$ cat config.mk
export PLATFORM = sky130hd
export DESIGN_NAME = voxel_slope_hint_classifier_top
export DESIGN_NICKNAME = d
export VERILOG_FILES = /design/src/vshc_pkg.sv /design/src/voxel_slope_hint_classifier_top.sv /design/src/vshc_decode.sv /design/src/vshc_corners.sv /design/src/vshc_compose.sv
export SDC_FILE = /design/constraint.sdc
export NUM_CORES = 1
export LEC_CHECK = 0
export ABC_AREA = 1
export BUFFER_PORTS_ARGS = -buffer_cell sky130_fd_sc_hd__buf_2
export CORE_ASPECT_RATIO = 0.6
export CORE_MARGIN = 2
export CORE_UTILIZATION = 44
export CTS_BUF_LIST = sky130_fd_sc_hd__clkbuf_8
export DETAILED_ROUTE_END_ITERATION = 10
export HOLD_SLACK_MARGIN = 0.05
export PLACE_DENSITY = 0.72
export SETUP_SLACK_MARGIN = 0.15
export SYNTH_ARGS = -nofsm -noshare
export SYNTH_HDL_FRONTEND = slang
export SYNTH_HIERARCHICAL = 1
export SYNTH_SLANG_ARGS = --single-unit
$ cat constraint.sdc
create_clock -name clk -period 16.2 [get_ports clk]
set_clock_uncertainty 0.1 [all_clocks]
set_input_delay 4.86 -clock clk [delete_from_list [all_inputs] [get_ports clk]]
set_output_delay 4.86 -clock clk [all_outputs]
set_load 0.02 [all_outputs]
$ cat src/vshc_pkg.sv
package vshc_pkg;

  localparam int NbWidth    = 54;
  localparam int KindWidth  = 3;
  localparam int HintWidth  = 8;
  localparam int CellCount  = 27;
  localparam int InDataWidth  = 64;
  localparam int OutDataWidth = 8;

  localparam logic [KindWidth-1:0] KIND_EMPTY   = 3'd0;
  localparam logic [KindWidth-1:0] KIND_UNKNOWN = 3'd1;
  localparam logic [KindWidth-1:0] KIND_LIQUID  = 3'd2;
  localparam logic [KindWidth-1:0] KIND_ROUNDED = 3'd3;
  localparam logic [KindWidth-1:0] KIND_SLOPED  = 3'd4;
  localparam logic [KindWidth-1:0] KIND_CUBE    = 3'd5;

  localparam logic [1:0] CLASS_SLOPED = 2'd2;

  localparam logic [HintWidth-1:0] HB_FACEUP   = 8'h01;
  localparam logic [HintWidth-1:0] HB_FACEDOWN = 8'h02;
  localparam logic [HintWidth-1:0] HB_SPECIAL1 = 8'h40;
  localparam logic [HintWidth-1:0] HB_SPECIAL2 = 8'h80;
  localparam int CornerShift = 2;

  typedef enum logic [1:0] {
    MODE_ZERO,
    MODE_PASS,
    MODE_SLOPE
  } mode_t;

  typedef struct packed {
    logic [CellCount-1:0] opn;
    logic [CellCount-1:0] slp;
    mode_t                mode;
    logic [HintWidth-1:0] prior;
  } cells_t;

  typedef struct packed {
    logic [3:0]           corners;
    logic                 amb;
    logic                 face_up;
    logic                 sp1;
    logic                 sp2;
    mode_t                mode;
    logic [HintWidth-1:0] prior;
  } corners_t;

  function automatic logic [4:0] cidx(input int x, input int y, input int z);
    return 5'(x + 3 * y + 9 * z);
  endfunction

endpackage

$ cat src/voxel_slope_hint_classifier_top.sv
// Channel | Direction | Ports                              | Beat
// s       | in        | s_tvalid s_tready s_tdata s_tuser  | one voxel
// m       | out       | m_tvalid m_tready m_tdata          | one hint byte
//
// Three register stages: cell decode, corner rules, hint compose.
// A beat is taken every cycle while m_tready is high; each stage registers it in turn.
// Reset clears the stage valid bits only; the stage data registers are not reset.
// A stalled stage holds its beat, and an empty stage still takes a new one.
module voxel_slope_hint_classifier_top (
  input  logic                               clk,
  input  logic                               rst,
  input  logic                               s_tvalid,
  output logic                               s_tready,
  // [53:0] neighbour_classes, [61:54] prior_hint, [63:62] zero
  input  logic [vshc_pkg::InDataWidth-1:0]   s_tdata,
  // [2:0] centre_kind
  input  logic [vshc_pkg::KindWidth-1:0]     s_tuser,
  output logic                               m_tvalid,
  input  logic                               m_tready,
  // [7:0] hint
  output logic [vshc_pkg::OutDataWidth-1:0]  m_tdata
);

  logic               dec_valid;
  logic               dec_ready;
  vshc_pkg::cells_t   dec_data;
  logic               cor_valid;
  logic               cor_ready;
  vshc_pkg::corners_t cor_data;

  vshc_decode u_decode (
    .clk       (clk),
    .rst       (rst),
    .in_valid  (s_tvalid),
    .in_ready  (s_tready),
    .nb        (s_tdata[vshc_pkg::NbWidth-1:0]),
    .kind      (s_tuser),
    .prior     (s_tdata[vshc_pkg::NbWidth +: vshc_pkg::HintWidth]),
    .out_valid (dec_valid),
    .out_ready (dec_ready),
    .out_data  (dec_data)
  );

  vshc_corners u_corners (
    .clk       (clk),
    .rst       (rst),
    .in_valid  (dec_valid),
    .in_ready  (dec_ready),
    .in_data   (dec_data),
    .out_valid (cor_valid),
    .out_ready (cor_ready),
    .out_data  (cor_data)
  );

  vshc_compose u_compose (
    .clk       (clk),
    .rst       (rst),
    .in_valid  (cor_valid),
    .in_ready  (cor_ready),
    .in_data   (cor_data),
    .out_valid (m_tvalid),
    .out_ready (m_tready),
    .hint      (m_tdata)
  );

endmodule

$ cat src/vshc_decode.sv
module vshc_decode (
  input  logic                            clk,
  input  logic                            rst,
  input  logic                            in_valid,
  output logic                            in_ready,
  input  logic [vshc_pkg::NbWidth-1:0]    nb,
  input  logic [vshc_pkg::KindWidth-1:0]  kind,
  input  logic [vshc_pkg::HintWidth-1:0]  prior,
  output logic                            out_valid,
  input  logic                            out_ready,
  output vshc_pkg::cells_t                out_data
);

  vshc_pkg::cells_t cells_next;

  always_comb begin
    for (int i = 0; i < vshc_pkg::CellCount; i++) begin
      cells_next.opn[i] = ~nb[2*i+1];
      cells_next.slp[i] = (nb[2*i +: 2] == vshc_pkg::CLASS_SLOPED);
    end
    unique case (kind)
      vshc_pkg::KIND_EMPTY, vshc_pkg::KIND_LIQUID, vshc_pkg::KIND_ROUNDED: begin
        cells_next.mode = vshc_pkg::MODE_ZERO;
      end
      vshc_pkg::KIND_SLOPED: begin
        cells_next.mode = vshc_pkg::MODE_SLOPE;
      end
      default: begin
        cells_next.mode = vshc_pkg::MODE_PASS;
      end
    endcase
    cells_next.prior = prior;
  end

  assign in_ready = !out_valid || out_ready;

  always_ff @(posedge clk) begin
    if (rst) begin
      out_valid <= 1'b0;
    end else if (in_ready) begin
      out_valid <= in_valid;
    end
  end

  always_ff @(posedge clk) begin
    if (in_ready && in_valid) begin
      out_data <= cells_next;
    end
  end

endmodule

$ cat src/vshc_corners.sv
module vshc_corners (
  input  logic                clk,
  input  logic                rst,
  input  logic                in_valid,
  output logic                in_ready,
  input  vshc_pkg::cells_t    in_data,
  output logic                out_valid,
  input  logic                out_ready,
  output vshc_pkg::corners_t  out_data
);

  vshc_pkg::corners_t res_next;
  logic down;
  logic up;
  logic o010, o011, o012, o110, o112, o210, o211, o212;
  logic o100, o102, o001, o201;
  logic s110, s112, s011, s211;
  logic oy10, oy12, oy01, oy21;
  logic oz10, oz12, oz01, oz21;
  logic w00, w01, e10, e11, n00, n10, t01, t11;

  assign down = in_data.opn[vshc_pkg::cidx(1, 0, 1)];
  assign up   = in_data.opn[vshc_pkg::cidx(1, 2, 1)];

  assign o010 = in_data.opn[vshc_pkg::cidx(0, 1, 0)];
  assign o011 = in_data.opn[vshc_pkg::cidx(0, 1, 1)];
  assign o012 = in_data.opn[vshc_pkg::cidx(0, 1, 2)];
  assign o110 = in_data.opn[vshc_pkg::cidx(1, 1, 0)];
  assign o112 = in_data.opn[vshc_pkg::cidx(1, 1, 2)];
  assign o210 = in_data.opn[vshc_pkg::cidx(2, 1, 0)];
  assign o211 = in_data.opn[vshc_pkg::cidx(2, 1, 1)];
  assign o212 = in_data.opn[vshc_pkg::cidx(2, 1, 2)];
  assign o100 = in_data.opn[vshc_pkg::cidx(1, 0, 0)];
  assign o102 = in_data.opn[vshc_pkg::cidx(1, 0, 2)];
  assign o001 = in_data.opn[vshc_pkg::cidx(0, 0, 1)];
  assign o201 = in_data.opn[vshc_pkg::cidx(2, 0, 1)];

  assign s110 = in_data.slp[vshc_pkg::cidx(1, 1, 0)];
  assign s112 = in_data.slp[vshc_pkg::cidx(1, 1, 2)];
  assign s011 = in_data.slp[vshc_pkg::cidx(0, 1, 1)];
  assign s211 = in_data.slp[vshc_pkg::cidx(2, 1, 1)];

  // The open side of the center selects which layer counts as "toward" the slope.
  assign oy10 = down ? in_data.opn[vshc_pkg::cidx(1, 0, 0)] : in_data.opn[vshc_pkg::cidx(1, 2, 0)];
  assign oy12 = down ? in_data.opn[vshc_pkg::cidx(1, 0, 2)] : in_data.opn[vshc_pkg::cidx(1, 2, 2)];
  assign oy01 = down ? in_data.opn[vshc_pkg::cidx(0, 0, 1)] : in_data.opn[vshc_pkg::cidx(0, 2, 1)];
  assign oy21 = down ? in_data.opn[vshc_pkg::cidx(2, 0, 1)] : in_data.opn[vshc_pkg::cidx(2, 2, 1)];
  assign oz10 = down ? in_data.opn[vshc_pkg::cidx(1, 2, 0)] : in_data.opn[vshc_pkg::cidx(1, 0, 0)];
  assign oz12 = down ? in_data.opn[vshc_pkg::cidx(1, 2, 2)] : in_data.opn[vshc_pkg::cidx(1, 0, 2)];
  assign oz01 = down ? in_data.opn[vshc_pkg::cidx(0, 2, 1)] : in_data.opn[vshc_pkg::cidx(0, 0, 1)];
  assign oz21 = down ? in_data.opn[vshc_pkg::cidx(2, 2, 1)] : in_data.opn[vshc_pkg::cidx(2, 0, 1)];

  assign w00 = o010 & o011 & s110 & oy10 & !oz10 & !o210 & !o211;
  assign w01 = o012 & o011 & s112 & oy12 & !oz12 & !o212 & !o211;
  assign e10 = o210 & o211 & s110 & oy10 & !oz10 & !o010 & !o011;
  assign e11 = o212 & o211 & s112 & oy12 & !oz12 & !o012 & !o011;
  assign n00 = o110 & o010 & s011 & oy01 & !oz01 & !o112 & !o012;
  assign n10 = o110 & o210 & s211 & oy21 & !oz21 & !o112 & !o212;
  assign t01 = o112 & o012 & s011 & oy01 & !oz01 & !o110 & !o010;
  assign t11 = o112 & o212 & s211 & oy21 & !oz21 & !o110 & !o210;

  always_comb begin
    res_next.corners[0] = (o011 & o110) | w00 | n00;
    res_next.corners[1] = (o211 & o110) | e10 | n10;
    res_next.corners[2] = (o011 & o112) | w01 | t01;
    res_next.corners[3] = (o211 & o112) | e11 | t11;
    res_next.amb        = (down == up);
    res_next.face_up    = !down;
    res_next.sp1        = o100 & o102;
    res_next.sp2        = o001 & o201;
    res_next.mode       = in_data.mode;
    res_next.prior      = in_data.prior;
  end

  assign in_ready = !out_valid || out_ready;

  always_ff @(posedge clk) begin
    if (rst) begin
      out_valid <= 1'b0;
    end else if (in_ready) begin
      out_valid <= in_valid;
    end
  end

  always_ff @(posedge clk) begin
    if (in_ready && in_valid) begin
      out_data <= res_next;
    end
  end

endmodule

$ cat src/vshc_compose.sv
module vshc_compose (
  input  logic                           clk,
  input  logic                           rst,
  input  logic                           in_valid,
  output logic                           in_ready,
  input  vshc_pkg::corners_t             in_data,
  output logic                           out_valid,
  input  logic                           out_ready,
  output logic [vshc_pkg::HintWidth-1:0] hint
);

  logic [vshc_pkg::HintWidth-1:0] hint_next;
  logic [vshc_pkg::HintWidth-1:0] face;

  assign face = in_data.face_up ? vshc_pkg::HB_FACEUP : vshc_pkg::HB_FACEDOWN;

  always_comb begin
    unique case (in_data.mode)
      vshc_pkg::MODE_PASS: begin
        hint_next = in_data.prior;
      end
      vshc_pkg::MODE_SLOPE: begin
        priority if (in_data.amb) begin
          hint_next = '0;
        end else if (&in_data.corners) begin
          priority if (in_data.sp1) begin
            hint_next = face | vshc_pkg::HB_SPECIAL1;
          end else if (in_data.sp2) begin
            hint_next = face | vshc_pkg::HB_SPECIAL2;
          end else begin
            hint_next = face;
          end
        end else begin
          hint_next = face | (vshc_pkg::HintWidth'(in_data.corners) << vshc_pkg::CornerShift);
        end
      end
      default: begin
        hint_next = '0;
      end
    endcase
  end

  assign in_ready = !out_valid || out_ready;

  always_ff @(posedge clk) begin
    if (rst) begin
      out_valid <= 1'b0;
    end else if (in_ready) begin
      out_valid <= in_valid;
    end
  end

  always_ff @(posedge clk) begin
    if (in_ready && in_valid) begin
      hint <= hint_next;
    end
  end

endmodule

Word-level counts from Yosys, hierarchy flattened
Index checks and enable logic that the tools add are counted.
W data, S select, Z words.
{ "totals": {"register_bits": 88, "latchBits": 0, "ram_bits": 0, "rom_bits": 0, "in_bits": 71, "wordCells": 173, "mem_count": 0} }
{ "op_classes": {"n_addsub": 0, "mul": 0, "n_div": 0, "n_lt_le_gt_ge": 0, "n_eq_ne": 29, "shifts": 0, "n_mux": 15, "n_bitwise": 89, "reduce_logical": 25} }
{ "op_table": {"columns": ["cell", "n"], "rows": [
  ["$and A1 B1 Y1", 54],
  ["$eq A2 B2 Y1 const B", 24],
  ["$mux W8", 4],
  ["$not A1 Y1", 26],
  ["$logic_not A1 Y1", 16],
  ["$pmux W8 S2", 1],
  ["$mux W1", 8],
  ["$or A1 B1 Y1", 8],
  ["$or A8 B6 Y8", 1],
  ["$eq A3 B2 Y1 const B", 2],
  ["$pmux W2 S2", 1],
  ["$reduce_and A4 Y1", 1],
  ["$eq A3 B3 Y1 const B", 1],
  ["$logic_and A1 B1 Y1", 3],
  ["$logic_not A3 Y1", 1],
  ["$logic_or A1 B1 Y1", 3],
  ["$reduce_or A3 Y1", 1],
  ["$eq A2 B1 Y1 const B", 1],
  ["$mux W2", 1],
  ["$eq A1 B1 Y1", 1]
]} }

Longest topological paths before layout
{ "depth": {"ltp_word": 8, "ltp_mapped": 9} }

Cells and area by module
Netlist, hierarchy kept.
{ "by_module_without_submodules": {"columns": ["module", "instances", "cells_each", "area_per_inst_um2", "seq_area_each_um2"], "rows": [
  ["vshc_decode", 1, 128, 2189.6, 1941.9],
  ["vshc_corners", 1, 100, 903.4, 560.5],
  ["vshc_compose", 1, 64, 508.0, 260.2]
]} }

Worst setup path before layout
Ideal clock, no wire load.
{ "synth_path": {"path_type": "input to output", "start": "input m_tready", "end": "output s_tready", "arrival_ns": 5.248, "required_ns": 11.240, "path_slack_ns": 5.992, "cell_stages": 6, "path_buffers": 0, "cell_sequence": "inv_1 nand2_1 inv_1 nand2_1 inv_2 nand2_2"} }
{ "synth_between": {"elab_chain_cells": 3} }
{ "synth_rtl": {"columns": ["item", "line", "rtl"], "rows": [
  ["from (decl)", "voxel_slope_hint_classifier_top.sv:19", "input logic m_tready,"],
  ["$logic_or A1 B1 Y1", "vshc_compose.sv:43", "assign in_ready = !out_valid || out_ready;"],
  ["net cor_ready", "voxel_slope_hint_classifier_top.sv:28", "logic cor_ready;"],
  ["$logic_or A1 B1 Y1", "vshc_corners.sv:75", "assign in_ready = !out_valid || out_ready;"],
  ["net dec_ready", "voxel_slope_hint_classifier_top.sv:25", "logic dec_ready;"],
  ["$logic_or A1 B1 Y1", "vshc_decode.sv:35", "assign in_ready = !out_valid || out_ready;"],
  ["to (decl)", "voxel_slope_hint_classifier_top.sv:13", "output logic s_tready,"]
]} }
The timed path passes the listed nets, and every way through them passes these cells.

Worst setup path in the final report
Same ends and word-level chain as after synthesis.

==> impl_table.tex <==
\begin{tabular}{lr}
\hline
Metric & Value \\
\hline
\multicolumn{2}{l}{\textbf{Run status}} \\
\quad Status & finished clean \\
\multicolumn{2}{l}{\textbf{CTS}} \\
\quad CTS root buffer & sky130\_fd\_sc\_hd\_\_clkbuf\_8 \\
\quad Number of buffers created by CTS & 9 \\
\quad TritonCTS clock tree & built \\
\quad \# resized after CTS & 0 \\
\quad Buffers inserted by post-CTS timing repair & 0 \\
\quad Hold-fix buffers at CTS & 0 \\
\quad Later-pin clock latency in the skew report & 330 ps \\
\quad Clock slew at reported path FFs & 70 ps \\
\quad Sink Count & 61 \\
\quad H-tree level count & 3 \\
\quad Largest buffer count on any clock path & 2 \\
\multicolumn{2}{l}{\textbf{Timing}} \\
\quad Headroom to the max-slew limit & 0.4752 \\
\quad Final period utilization & 0.6464 \\
\quad Slew Viols, Final & 0 \\
\quad Unrepaired setup endpoints after global routing & no \\
\quad Max frequency & 0.09550 GHz \\
\quad Total of endpoints with negative setup slack in the final report & 0 \\
\quad Worst slew pin tran & 787.2 ps \\
\quad Tightest hold margin & 315.0 ps \\
\quad Hold Fails Final Rpt & 0 \\
\quad Final worst path period need & approximately 10000 ps \\
\quad Final setup TNS & 0 ps \\
\multicolumn{2}{l}{\textbf{Finish}} \\
\quad Count of non-filler cells in the finished layout & 369 \\
\quad Final non-filler cell area & 3008 um2 \\
\quad End-of-flow core utilization & 0.5425 \\
\quad Final \#Nets & around 360 \\
\quad N\_diodes & 0 \\
\quad P\&R area growth vs syn & 19.36\% \\
\quad Share of layout cells above drive strength 1 & 0.2422 \\
\multicolumn{2}{l}{\textbf{Global routing}} \\
\quad Initial antenna violation count & 0 \\
\quad Pin count of the biggest net entering global routing & 33 \\
\quad First-pass GRT wire length & 6334 um \\
\quad Overflow after GRT & 0 \\
\quad GR Util All Layers & 0.1365 \\
\quad Number of global-route vias before repair & 1389 \\
\multicolumn{2}{l}{\textbf{Setup path}} \\
\quad Crit path DAT & 5510 ps \\
\quad Launching element of the worst setup path & m\_tready \\
\quad Kind of critical path & input port to output pin \\
\quad Sort of element at the end of the critical path & output pin \\
\quad Data required time at the worst endpoint & 11240 ps \\
\quad Worst setup SP type & input port \\
\quad Worst flop-to-flop path startpoint & u\_compose/out\_valid\$\_SDFFE\_PP0N\_ \\
\quad CP max FO & 2 \\
\multicolumn{2}{l}{\textbf{Power}} \\
\quad Sequential power share & 0.592 \\
\quad Clock share of power & 0.345 \\
\quad Sw frac & 0.2278 \\
\quad Portion of total power attributed to combinational logic & 0.063 \\
\quad Cell leakage power & roughly 1.3 nW \\
\quad Worst IR drop on VDD & 0.06213 mV \\
\quad Pwr per Cell Area & 104.3 nW/um2 \\
\quad Net load switching power & 71.48 uW \\
\quad Pint & 242.4 uW \\
\multicolumn{2}{l}{\textbf{Drt}} \\
\quad First-pass iteration count of the detailed router & 4 \\
\quad Average vias per placed instance & 4.331 \\
\quad Wire length per cell after detailed routing & 11.20 um \\
\quad Initial DRC Count & 83 \\
\quad Wirelength, routed & 4134 um \\
\quad DR DRC count & 0 \\
\quad Via total after detailed routing & 1598 \\
\quad Remaining antenna violation count & 0 \\
\multicolumn{2}{l}{\textbf{Run}} \\
\quad Maximum Capacitance Violations & 0 \\
\multicolumn{2}{l}{\textbf{Placed design}} \\
\quad Post-detail-place hpwl & 2927 um \\
\quad Number of buffer cells added on primary ports & 46 \\
\quad Instance area at placement & 2849 um2 \\
\quad Routability cong. & roughly 0.8 \\
\quad Total instance count after detailed placement & 353 \\
\multicolumn{2}{l}{\textbf{Floorplanning}} \\
\quad Die height & 62.62 um \\
\quad Core Box Area & 5544 um2 \\
\quad Cell Rows & 21 \\
\quad Starting utilization of the core area & 0.4545 \\
\quad Die width & 101.7 um \\
\quad Number of top-level design ports & 81 \\
\quad Die ar. & 6368 um2 \\
\multicolumn{2}{l}{\textbf{Yosys}} \\
\quad Post-synthesis cell area & 2520 um2 \\
\quad Mean instance size in the synthesized netlist & about 11 um2 \\
\quad Post-Synthesis Cells & 228 \\
\quad Number of warnings issued by yosys & 6 \\
\quad Post-Synthesis Net Count & 301 \\
\multicolumn{2}{l}{\textbf{Min path}} \\
\quad Worst hold start & u\_decode/out\_data[4]\$\_DFFE\_PP\_ \\
\quad Hold Crit Class & flop to flop \\
\hline
\end{tabular}
## cells in the final DEF (no fill, tap or decap)
cell type                     n
sky130_fd_sc_hd__buf_4        2
sky130_fd_sc_hd__ha_1         2
sky130_fd_sc_hd__nand2_2      4
sky130_fd_sc_hd__clkinv_2     1
sky130_fd_sc_hd__nor3_1       4
sky130_fd_sc_hd__edfxtp_1    58
sky130_fd_sc_hd__inv_2        2
sky130_fd_sc_hd__a21oi_2      3
sky130_fd_sc_hd__clkinv_1     2
sky130_fd_sc_hd__a21oi_1     11
sky130_fd_sc_hd__dfxtp_1      3
sky130_fd_sc_hd__clkbuf_8     9
sky130_fd_sc_hd__nand3_1      6
sky130_fd_sc_hd__inv_1       44
sky130_fd_sc_hd__inv_4        1
sky130_fd_sc_hd__nand2_1     59
sky130_fd_sc_hd__o21a_1       1
sky130_fd_sc_hd__nor2_1      25
sky130_fd_sc_hd__nor3b_1      1
sky130_fd_sc_hd__o21ai_0      1
sky130_fd_sc_hd__o21ai_1      1
sky130_fd_sc_hd__clkinvlp_4   2
sky130_fd_sc_hd__buf_2       46
sky130_fd_sc_hd__xnor2_1      1
## critical path, cell delays in order
cell and delay (ps):
sky130_fd_sc_hd__buf_2 90, sky130_fd_sc_hd__inv_1 60, sky130_fd_sc_hd__nand2_1 70, sky130_fd_sc_hd__inv_1 70
sky130_fd_sc_hd__nand2_1 70, sky130_fd_sc_hd__inv_2 70, sky130_fd_sc_hd__nand2_2 50, sky130_fd_sc_hd__buf_2 160
## registers in the layout (all words and copies together) (netlist names)
name and count:
u_decode/out_data 32, u_corners/out_data 18, u_compose/hint 8, u_compose/out_valid 1
u_corners/out_valid 1, u_decode/out_valid 1
## path summary, 6_finish.rpt
path / to / slack [ps] / cells past startpoint
worst max-delay path: s_tready / 5730 / 8
worst min-delay path: u_corners/out_data[4]$_DFFE_PP_ / 310 / 0
worst max register to register: u_decode/out_data[54]$_DFFE_PP_ / 14650 / 6
worst min register to register: u_corners/out_data[4]$_DFFE_PP_ / 310 / 0
## per-stage QoR
stage | power (mW) | setup WS (ps)
floorplan | 0.1999 | 5992
global placement | 0.2080 | 5755
detailed placement | 0.2091 | 5731
CTS | 0.3182 | 5729
global route | 0.3287 | 5653
finish | 0.3138 | 5729
## layout make-up
cell class	instances	area, um2
Fill cell	493	2536
Sequential cell	61	1802
Multi-Input combinational cell	119	530.5
Timing Repair Buffer	48	245.2
Inverter	45	171.4
Clock buffer	9	123.9
Tap cell	80	100.1
Clock inverter	7	35.03
## per-layer routing
metal	track usage	routed length, um
met2	0.1900	1678
met4	0.05068	44
met1	0.1931	2137
met3	0.05369	273
met5	0	0
## power groups by stage
stage          Combinational, mW  Clock, mW  Sequential [mW]
6_report                  0.0196      0.108            0.186
3_3_place_gp              0.0191          0            0.189
5_1_grt                   0.0222      0.120            0.187
4_1_cts                   0.0198      0.112            0.186
3_5_place_dp              0.0198          0            0.189
2_1_floorplan             0.0111          0            0.189
Note: power is estimated with default switching activity, not from simulation.
